==> src/rtl/assert_macros.svh <==
// assertion macros included by bisection_root_finder
`ifndef ASSERT_MACROS_SVH
`define ASSERT_MACROS_SVH

// clocked assertion, disabled while reset is asserted
`define ASSERT_CLK(label, clk, rst_n, prop, msg) \
  label: assert property (@(posedge clk) disable iff (!rst_n) prop) else $error(msg);

// clocked assertion that is also checked during reset
`define ASSERT_CLK_ALWAYS(label, clk, prop, msg) \
  label: assert property (@(posedge clk) prop) else $error(msg);

`endif

==> src/rtl/brf_pkg.sv <==
// types and constants of the bisection root finder
package brf_pkg;

  localparam int DATA_W    = 32;
  localparam int ACC_W     = 31;
  localparam int ITER_W    = 8;
  localparam int CFG_IDX_W = 2;

  localparam logic [1:0] KIND_EVAL  = 2'd0;
  localparam logic [1:0] KIND_DONE  = 2'd1;
  localparam logic [1:0] KIND_ERROR = 2'd2;

  localparam logic CMD_START = 1'b0;
  localparam logic CMD_VALUE = 1'b1;

  localparam logic [CFG_IDX_W-1:0] CFG_X_ACC  = 2'd0;
  localparam logic [CFG_IDX_W-1:0] CFG_Y_ACC  = 2'd1;
  localparam logic [CFG_IDX_W-1:0] CFG_MAX_IT = 2'd2;

  typedef struct packed {
    logic                     cmd;
    logic signed [DATA_W-1:0] x_lower;
    logic signed [DATA_W-1:0] x_upper;
    logic signed [DATA_W-1:0] f_value;
  } in_item_t;

  typedef struct packed {
    logic signed [DATA_W-1:0] point;
    logic [1:0]               kind;
    logic [ITER_W-1:0]        iterations;
  } out_item_t;

endpackage

==> src/rtl/bisection_root_finder.sv <==
// bisection root finder controller, signed Q16.16
//
// Input channel (in_valid/in_ready/in_data): a word with cmd start carries
// the bracket x_lower..x_upper; a word with cmd value carries f at the point
// the block last asked for. Every input word gives exactly one result word on
// the out channel (out_valid/out_ready/out_data): kind eval asks the user to
// evaluate f at point, kind done gives the root estimate, kind error answers
// a value word sent while no search runs.
// The result is loaded into the output register at the edge that takes the
// input word. Throughput is one word per cycle while out_ready is high, set by the
// single output register; in_ready stays high while that register is empty
// or being emptied, so a stalled receiver holds back at most one result.
// The real pace of a search is set by the outside evaluation of f.
// Config (cfg_we/cfg_index/cfg_wdata): x accuracy, y accuracy, iteration
// limit, to be written by the user only while idle; the block does not enforce
// this. Synchronous reset (rst_n low) holds in_ready low, empties the output
// register, drops any search and loads 66, 66 and 50 into the config.
// A start word during a running search abandons it and begins a new one.
module bisection_root_finder (
  input  logic                              clk,
  input  logic                              rst_n,
  input  logic                              in_valid,
  output logic                              in_ready,
  input  brf_pkg::in_item_t                 in_data,
  output logic                              out_valid,
  input  logic                              out_ready,
  output brf_pkg::out_item_t                out_data,
  input  logic                              cfg_we,
  input  logic [brf_pkg::CFG_IDX_W-1:0]     cfg_index,
  input  logic [brf_pkg::ACC_W-1:0]         cfg_wdata
);
  import brf_pkg::*;

  localparam logic [1:0] PH_IDLE     = 2'd0;
  localparam logic [1:0] PH_WAIT_LOW = 2'd1;
  localparam logic [1:0] PH_WAIT_MID = 2'd2;

  localparam logic [DATA_W-1:0] ABS_MAX = {1'b0, {(DATA_W-1){1'b1}}};

  logic [ACC_W-1:0]  x_acc_r, y_acc_r;
  logic [ITER_W-1:0] max_it_r;

  logic [1:0]        phase_r, phase_nxt;
  logic [DATA_W-1:0] low_end_r, low_end_nxt;
  logic [DATA_W-1:0] high_end_r, high_end_nxt;
  logic [DATA_W-1:0] low_value_r, low_value_nxt;
  logic [DATA_W-1:0] best_abs_r, best_abs_nxt;
  logic [DATA_W-1:0] best_point_r, best_point_nxt;
  logic [ITER_W-1:0] iter_r, iter_nxt;

  logic              out_valid_r;
  out_item_t         out_data_r, res_nxt;
  logic              in_acc;

  logic [DATA_W-1:0] mid;
  logic [DATA_W-1:0] f_abs;
  logic              opposite;

  // floor((a+b)/2) on signed values, with one extra sum bit
  function automatic logic [DATA_W-1:0] mid_of(logic [DATA_W-1:0] a, logic [DATA_W-1:0] b);
    logic [DATA_W:0] s;
    s = {a[DATA_W-1], a} + {b[DATA_W-1], b};
    return s[DATA_W:1];
  endfunction

  // limit check, width check, then answer or request the midpoint
  function automatic out_item_t loop_head(logic [DATA_W-1:0] lo, logic [DATA_W-1:0] hi,
                                          logic [ITER_W-1:0] its, logic [DATA_W-1:0] bp);
    logic [DATA_W-1:0] diff;
    logic              narrow;
    out_item_t         r;
    diff   = hi - lo;
    narrow = ($signed(hi) < $signed(lo)) || (diff < {1'b0, x_acc_r});
    r.iterations = its;
    if (its >= max_it_r) begin
      r.point = bp;
      r.kind  = KIND_DONE;
    end else if (narrow) begin
      r.point = mid_of(lo, hi);
      r.kind  = KIND_DONE;
    end else begin
      r.point = mid_of(lo, hi);
      r.kind  = KIND_EVAL;
    end
    return r;
  endfunction

  assign in_ready  = rst_n && (!out_valid_r || out_ready);
  assign in_acc    = in_valid && in_ready;
  assign out_valid = out_valid_r;
  assign out_data  = out_data_r;

  assign mid      = mid_of(low_end_r, high_end_r);
  assign f_abs    = in_data.f_value[DATA_W-1] ? (~in_data.f_value + 1'b1) : in_data.f_value;
  // sign test in place of the product low_value * f <= 0
  assign opposite = (in_data.f_value == '0) || (low_value_r == '0) ||
                    (in_data.f_value[DATA_W-1] != low_value_r[DATA_W-1]);

  always_comb begin
    phase_nxt      = phase_r;
    low_end_nxt    = low_end_r;
    high_end_nxt   = high_end_r;
    low_value_nxt  = low_value_r;
    best_abs_nxt   = best_abs_r;
    best_point_nxt = best_point_r;
    iter_nxt       = iter_r;
    res_nxt        = '{point: '0, kind: KIND_ERROR, iterations: '0};
    if (in_data.cmd == CMD_START) begin
      low_end_nxt    = in_data.x_lower;
      high_end_nxt   = in_data.x_upper;
      low_value_nxt  = '0;
      best_abs_nxt   = ABS_MAX;
      best_point_nxt = mid_of(in_data.x_lower, in_data.x_upper);
      iter_nxt       = '0;
      phase_nxt      = PH_WAIT_LOW;
      res_nxt        = '{point: in_data.x_lower, kind: KIND_EVAL, iterations: '0};
    end else begin
      unique case (phase_r)
        PH_WAIT_LOW: begin
          low_value_nxt = in_data.f_value;
          res_nxt       = loop_head(low_end_r, high_end_r, iter_r, best_point_r);
          phase_nxt     = (res_nxt.kind == KIND_EVAL) ? PH_WAIT_MID : PH_IDLE;
        end
        PH_WAIT_MID: begin
          if (f_abs < best_abs_r) begin
            best_abs_nxt   = f_abs;
            best_point_nxt = mid;
          end
          if (f_abs < {1'b0, y_acc_r}) begin
            res_nxt   = '{point: mid, kind: KIND_DONE, iterations: iter_r};
            phase_nxt = PH_IDLE;
          end else begin
            if (opposite) begin
              high_end_nxt = mid;
            end else begin
              low_end_nxt   = mid;
              low_value_nxt = in_data.f_value;
            end
            iter_nxt  = iter_r + 1'b1;
            res_nxt   = loop_head(low_end_nxt, high_end_nxt, iter_nxt, best_point_nxt);
            phase_nxt = (res_nxt.kind == KIND_EVAL) ? PH_WAIT_MID : PH_IDLE;
          end
        end
        default: begin
          // value word with no search running: error, state untouched
          phase_nxt = phase_r;
        end
      endcase
    end
  end

  always_ff @(posedge clk) begin
    if (!rst_n) begin
      x_acc_r      <= ACC_W'(66);
      y_acc_r      <= ACC_W'(66);
      max_it_r     <= ITER_W'(50);
      phase_r      <= PH_IDLE;
      low_end_r    <= '0;
      high_end_r   <= '0;
      low_value_r  <= '0;
      best_abs_r   <= ABS_MAX;
      best_point_r <= '0;
      iter_r       <= '0;
      out_valid_r  <= 1'b0;
    end else begin
      if (cfg_we) begin
        unique case (cfg_index)
          CFG_X_ACC:  x_acc_r  <= cfg_wdata;
          CFG_Y_ACC:  y_acc_r  <= cfg_wdata;
          CFG_MAX_IT: max_it_r <= cfg_wdata[ITER_W-1:0];
          default:    max_it_r <= max_it_r;
        endcase
      end
      if (in_acc) begin
        phase_r      <= phase_nxt;
        low_end_r    <= low_end_nxt;
        high_end_r   <= high_end_nxt;
        low_value_r  <= low_value_nxt;
        best_abs_r   <= best_abs_nxt;
        best_point_r <= best_point_nxt;
        iter_r       <= iter_nxt;
        out_valid_r  <= 1'b1;
      end else if (out_ready) begin
        out_valid_r  <= 1'b0;
      end
    end
  end

  always_ff @(posedge clk) begin
    if (in_acc) begin
      out_data_r <= res_nxt;
    end
  end

`include "assert_macros.svh"

  `ASSERT_CLK(a_idle_value_keeps_idle, clk, rst_n, (in_acc && in_data.cmd == CMD_VALUE && phase_r == PH_IDLE) |=> (phase_r == PH_IDLE), "value word while idle left idle state")
  `ASSERT_CLK(a_start_asks_lower, clk, rst_n, (in_acc && in_data.cmd == CMD_START) |=> (out_valid_r && out_data_r.kind == KIND_EVAL && out_data_r.point == $past(in_data.x_lower)), "start did not request f at lower bound")
  `ASSERT_CLK(a_eval_iff_busy, clk, rst_n, in_acc |=> ((out_data_r.kind == KIND_EVAL) == (phase_r != PH_IDLE)), "result kind disagrees with search phase")

endmodule
==> config.mk <==
export PLATFORM = sky130hd
export DESIGN_NAME = bisection_root_finder
export DESIGN_NICKNAME = d
export VERILOG_FILES = /design/src/rtl/brf_pkg.sv /design/src/rtl/bisection_root_finder.sv
export VERILOG_INCLUDE_DIRS = /design/src /design/src/rtl
export SDC_FILE = /design/constraint.sdc
export NUM_CORES = 1
export LEC_CHECK = 0
export BUFFER_PORTS_ARGS = -buffer_cell sky130_fd_sc_hd__buf_4
export CORE_ASPECT_RATIO = 2
export CORE_MARGIN = 2
export CORE_UTILIZATION = 50
export CTS_BUF_LIST = sky130_fd_sc_hd__clkbuf_16
export DETAILED_ROUTE_END_ITERATION = 12
export PLACE_DENSITY = 0.68
export SETUP_SLACK_MARGIN = 0.3
export SKIP_LAST_GASP = 1
export SYNTH_ARGS = -nofsm -noshare
export SYNTH_HDL_FRONTEND = slang
export SYNTH_SLANG_ARGS = --single-unit
==> constraint.sdc <==
create_clock -name clk -period 9.3 [get_ports clk]
set_input_delay 0.93 -clock clk [delete_from_list [all_inputs] [get_ports clk]]
set_output_delay 0.93 -clock clk [all_outputs]
set_load 0.05 [all_outputs]
==> results of run 1 <==
==> kinds of logic (layout without fill, tap and decap cells) <==
logic type / after synthesis / after routing / share of synthesized area (%)
buf+inv: 436 / 525 / 6.713
simple gates: 932 / 932 / 16.83
xor+xnor: 178 / 178 / 6.275
compound gates: 1113 / 1113 / 28.59
fa+ha+maj: 305 / 305 / 15.51
flops: 283 / 283 / 24.49
mux: 38 / 38 / 1.586
==> final cells by class <==
type	instances	area (um2)	share of cell area, %
Timing Repair Buffer	225	1702	6.159
Sequential cell	283	6086	22.03
Inverter	249	935.9	3.388
Multi-Input combinational cell	2566	17180	62.17
Clock buffer	30	750.7	2.717
Clock inverter	21	171.4	0.6205
Tap cell	643	804.5	2.912
==> sequential cells by signal, indices dropped and copies added (netlist names), 8 cells and up <==
name and count:
best_abs_r 32, best_point_r 32, high_end_r 32, iter_r 8, low_end_r 32, low_value_r 32
max_it_r 8, out_data 42, x_acc_r 31, y_acc_r 31
==> worst max-delay path, delay by kind of cell <==
kind	cells	cell delay, ps
compound gates	13	2990
simple gates	11	2960
mux	1	140
xor+xnor	1	90
buf+inv	3	570
fa+ha+maj	3	980
==> report_power, final <==
group / internal [mW] / total [mW] / switching (mW) / leakage (nW)
Sequential: 1.30 / 1.37 / 0.0688 / 2.36
Combinational: 1.10 / 2.99 / 1.89 / 9.10
Clock: 0.643 / 1.21 / 0.564 / 0.476
==> cells in the mapped netlist, types with 42 or more instances <==
| library cell | count |
|---|---|
| xor2_1 | 42 |
| nor2b_1 | 44 |
| dfxtp_1 | 241 |
| nand3_1 | 43 |
| o21ai_0 | 193 |
| xnor2_1 | 136 |
| a21oi_1 | 397 |
| nor3_1 | 51 |
| a21o_1 | 60 |
| clkbuf_1 | 157 |
| ha_1 | 300 |
| o22ai_1 | 46 |
| nand2_1 | 356 |
| edfxtp_1 | 42 |
| inv_1 | 243 |
| nor2_1 | 282 |
==> worst paths after layout <==
kind | slack [ps] | endpoint | depth (start not counted) | from
max reg2reg | 1040 | phase_r[1] | 27 | low_end_r[1]
min reg2reg | 460 | y_acc_r[12] | 2 | y_acc_r[12]
max | 930 | out_data[8] | 32 | in_data[4]
min | 460 | y_acc_r[12] | 2 | y_acc_r[12]
==> through the flow <==
step                      cell area [um2]  worst slack [ps]  hold slack, ps  power, mW
after global routing                27630             594.7           475.8      5.839
after global placement              26700             819.9           436.2      4.190
final                               27630             929.2           455.5      5.560
after floorplan                     24850              1923           428.5      3.300
after CTS                           27630              1165           457.0      5.451
after detailed placement            26700             582.6           448.2      4.247
==> per-layer routing <==
metal	up-vias	share of wire (%)	global-route usage, %
li1	11930	-	-
met1	12440	28	35.98
met2	1419	49	78.28
met3	701	6.0	7.920
met4	4	17	56.26
met5	-	0.020	0.09671
==> out/qor.yml, run 1 <==
status: "finished with violations"
violations: "max-capacitance violations, max-slew violations"
required_ps: 9630
arrival_ps: 8700
cts_setup_buffers: 0
syn_area_um2: 24850
dp.cells: 3966
ant_nets: 0
yosysSeqAreaShare_pct: 24.49
finalSetupViolCount: 0
initialDrtViolationCount: 2215
grt_overflow: 0
antenna_found_initial: 2
clk_pin_slew_worst_paths_ps: 70
fin_setup_tns_ps: 0
grt_usage_pct: 44.03
report.final.slew_viol_count: 5
rsz0062_at_grt: "false"
place.port_buffers: 178
drt-vias-per-instance: 6.594
core.rowCount: 115
startpoint_type: "input pin"
slew_headroom_pct: -4.913
first_pass_iters: 8
drv_cap: 1
area_growth_pct: 11.19
synth_top_area_share_pct: 19.42
leakage_nw: 11.93
fin_util_pct: 56.14
slowest_stage: "or4_1"
synth.distinct_cells: 79
avgSynthCellArea_um2: 7.564
num_vias: 26490
grt_first_pass_wirelength_um: 167800
clock_skew_ps: 36.12
cts_hold_buf: 0
fin_crit_ps: 8371
cts.sinks: 283
root_buffer: "clkbuf_16"
fin_nets: 3794
die_area_um2: 51600
htreeDepth: 1
fin_cells: 4017
diodes: 0
drive_above_1_share_pct: 9.484
crit_fanout: 13
synth_fp_nets: 3725
min_path_type: "flip-flop to flip-flop"
most-common-layout-cells: "394 x a21oi_1, 356 x nand2_1, 300 x ha_1"
tightest_slew_ps: 1562
die-width_um: 161.6
yosysTopAreaCell: "dfxtp_1"
drcViolationCount: 0
clk_latency_ps: 630
n_fill_cell: 4775
die_y_um: 319.3
synth_top_flop_cell: "dfxtp_1"
io_pins: 179
slowest_delay_ps: 600
synth_edf_count: 42
ir_worst_vdd_uv: 181.1
finalHoldViolCount: 0
cts_resized: 0
fmax_mhz: 119.5
min_period_over_period_pct: 90.01
power.density_nw_per_um2: 201.3
yosys-top-cells-area: "dfxtp_1 19%, ha_1 15%, a21oi_1 8.0%"
syn_inst: 3285
cts.path.max_buffers: 3
mostFrequentLayoutCell: "a21oi_1"
wl_um: 116200
wl_per_cell_um: 28.94
endpoint_kind: "flip-flop"
synthArstFlopShare_pct: 0
crit_type: "input pin to flip-flop"
ys.warnings.count: 0
ys_seq_elements: 283
coreArea_um2: 49210
initial_core_util_pct: 50.49
cts_tree: "done"
grt_max_degree: 76
dpl.hpwl_um: 91120
cts_made_buffers: 29
routabilityCongestion: 1.116
grt_pass1_vias: 26750
Power figures use the tool's default switching activity.
==> inputs of run 2 (changes only) <==
--- a/config.mk
+++ b/config.mk
@@ -8,11 +8,11 @@
 export LEC_CHECK = 0
 export BUFFER_PORTS_ARGS = -buffer_cell sky130_fd_sc_hd__buf_4
 export CORE_ASPECT_RATIO = 2
-export CORE_MARGIN = 2
+export CORE_MARGIN = 8
 export CORE_UTILIZATION = 50
 export CTS_BUF_LIST = sky130_fd_sc_hd__clkbuf_16
 export DETAILED_ROUTE_END_ITERATION = 12
-export PLACE_DENSITY = 0.68
+export PLACE_DENSITY = 0.71
 export SETUP_SLACK_MARGIN = 0.3
 export SKIP_LAST_GASP = 1
 export SYNTH_ARGS = -nofsm -noshare
==> constraint.sdc (replaced) <==
create_clock -name clk -period 7.6 [get_ports clk]
set_input_delay 0.76 -clock clk [delete_from_list [all_inputs] [get_ports clk]]
set_output_delay 0.76 -clock clk [all_outputs]
set_load 0.05 [all_outputs]
==> run 2 against run 1 <==
Against the previous run:
- the run now ends clean
- via count grew 4.5%
- clock skew shrank 12 ps
- sequential power grew 22%
- routed wire length grew 5.4%
- sequential cell count is the same
- cell count grew 6.0%
- combinational power grew 42%
- die area grew 11%
- clock power grew 40%
- core utilization grew 4.3 points
- critical path type is now flip-flop to flip-flop
- largest power group unchanged
==> out/qor.yml, run 2 (synthesized netlist as in run 1, its figures left out) <==
grt_first_pass_wirelength_um: 176300
min_period_over_period_pct: 93.13
ant_nets: 0
cp_common_cell: "a21oi_1"
min_path_type: "input pin to flip-flop"
finalSetupViolCount: 0
cts.sinks: 283
die-width_um: 173.6
tightest_slew_ps: 1425
htreeDepth: 1
dpl.hpwl_um: 95770
antenna_found_initial: 6
drt-vias-per-instance: 6.499
reg2regPathDepth: 30
status: "finished, final reports clean"
initial_core_util_pct: 50.49
slowest_delay_ps: 620
die_area_um2: 57510
fin_nets: 4026
post_dp_cell_area_um2: 28420
most-common-layout-cells: "448 x buf_4, 390 x a21oi_1, 355 x nand2_1"
coreArea_um2: 49210
root_buffer: "clkbuf_16"
drcViolationCount: 0
grt_max_degree: 69
cts_made_buffers: 31
routabilityCongestion: 1.059
drive_above_1_share_pct: 16.20
ir_worst_vdd_uv: 232.7
rsz0062_at_grt: "false"
clk_latency_ps: 690
place.port_buffers: 178
slew_headroom_pct: 4.333
holdCritStartpoint: "in_valid"
fmax_mhz: 141.3
fin_crit_ps: 7078
finalHoldViolCount: 0
crit_type: "flip-flop to flip-flop"
crit_fanout: 8
startpoint_type: "flip-flop"
hold_end: "out_valid"
area_growth_pct: 19.64
clk_pin_slew_worst_paths_ps: 70
die_y_um: 331.3
slowest_stage: "dfxtp_1"
wl_um: 122600
num_vias: 27690
io_pins: 179
cts_tree: "done"
timing.rr.start: "low_end_r[12]"
hold_depth: 3
arrival_ps: 7480
reg2reg_to: "out_data[8]"
mostFrequentLayoutCell: "buf_4"
wl_per_cell_um: 28.77
leakage_nw: 13.21
required_ps: 8000
grt_pass1_vias: 28010
largest_reg_flops: 42
core.rowCount: 115
power.density_nw_per_um2: 255.7
drv_cap: 0
report.final.slew_viol_count: 0
endpoint_kind: "flip-flop"
final_cell_area_um2: 29730
first_pass_iters: 8
grt_overflow: 0
initialDrtViolationCount: 2312
ff2ff_setup_slack_ps: 520
grt_usage_pct: 41.00
clock_skew_ps: 24.28
cts.path.max_buffers: 3
holdWs_ps: 328.3
[run 2: cell count changes in the layout (fill, tap and decap cells not counted), moves of 4 or more]
cell,delta
buf_4,+224
diode_2,+6
clkbuf_16,+5
a21oi_1,-4
a21oi_2,+4
[run 2: worst max-delay path, delay by kind of cell, from the launching register on]
kind	cells	cell delay, ps
AOI/OAI and AO/OA	14	2520
xor gates and xnor gates	2	540
adders and majority gates	3	1100
buffers and inverters	3	680
DFF	1	620
and+or+nand+nor	8	1320
[run 2: report_power, final]
part           internal [mW]  switching [mW]  leakage (nW)
logic                   1.74            2.50          10.3
registers               1.59          0.0837          2.36
clock network          0.922           0.767         0.551
total                   4.25            3.35          13.2
[run 2: timing repair]
action	in CTS	in global routing
setup endpoints to repair	0	2
gates resized for setup	0	33
endpoints found under the hold margin	0	0
hold buffers	0	0
buffers inserted	0	1
[run 2: metrics by stage]
step	utilization, %	std cells	setup slack, ps	power (mW)	TNS [ps]
after detailed placement	57.75	4193	-229.1	5.740	-450.3
after global placement	57.75	4193	-155.5	5.652	-269.7
after global routing	60.38	4254	283.3	7.956	0
final	60.41	4260	521.8	7.600	0
after floorplan	-	3285	392.6	4.039	0
after CTS	59.96	4251	300.1	7.415	0
[run 2: routing by layer]
layer  up-vias  track usage (%)  part of all wire [%]
met2      1575            73.34                    50
met1     12960            34.05                    28
met4         2            49.72                    15
li1      12420                -                     -
met3       730            8.353                   6.5
met5         -                0                 0.011
[run 2: layout make-up]
| class | count | area, um2 |
|---|---|---|
| Fill cell | 4610 | 19480 |
| Antenna cell | 6 | 15.01 |
| Tap cell | 643 | 804.5 |
| Multi-Input combinational cell | 2566 | 17330 |
| Inverter | 249 | 935.9 |
| Clock inverter | 24 | 235.2 |
| Clock buffer | 34 | 850.8 |
| Sequential cell | 283 | 6086 |
| Timing Repair Buffer | 455 | 3470 |
[run 2: how the worst max path moves through the flow]
stage | slack (ps) | to | startpoint
4_1_cts | 300 | phase_r[1] | low_end_r[12]
3_5_place_dp | -230 | phase_r[1] | in_data[4]
2_1_floorplan | 390 | phase_r[1] | in_data[10]
5_1_grt | 280 | phase_r[1] | in_data[4]
3_3_place_gp | -160 | phase_r[1] | in_data[4]
6_report | 520 | out_data[8] | low_end_r[12]
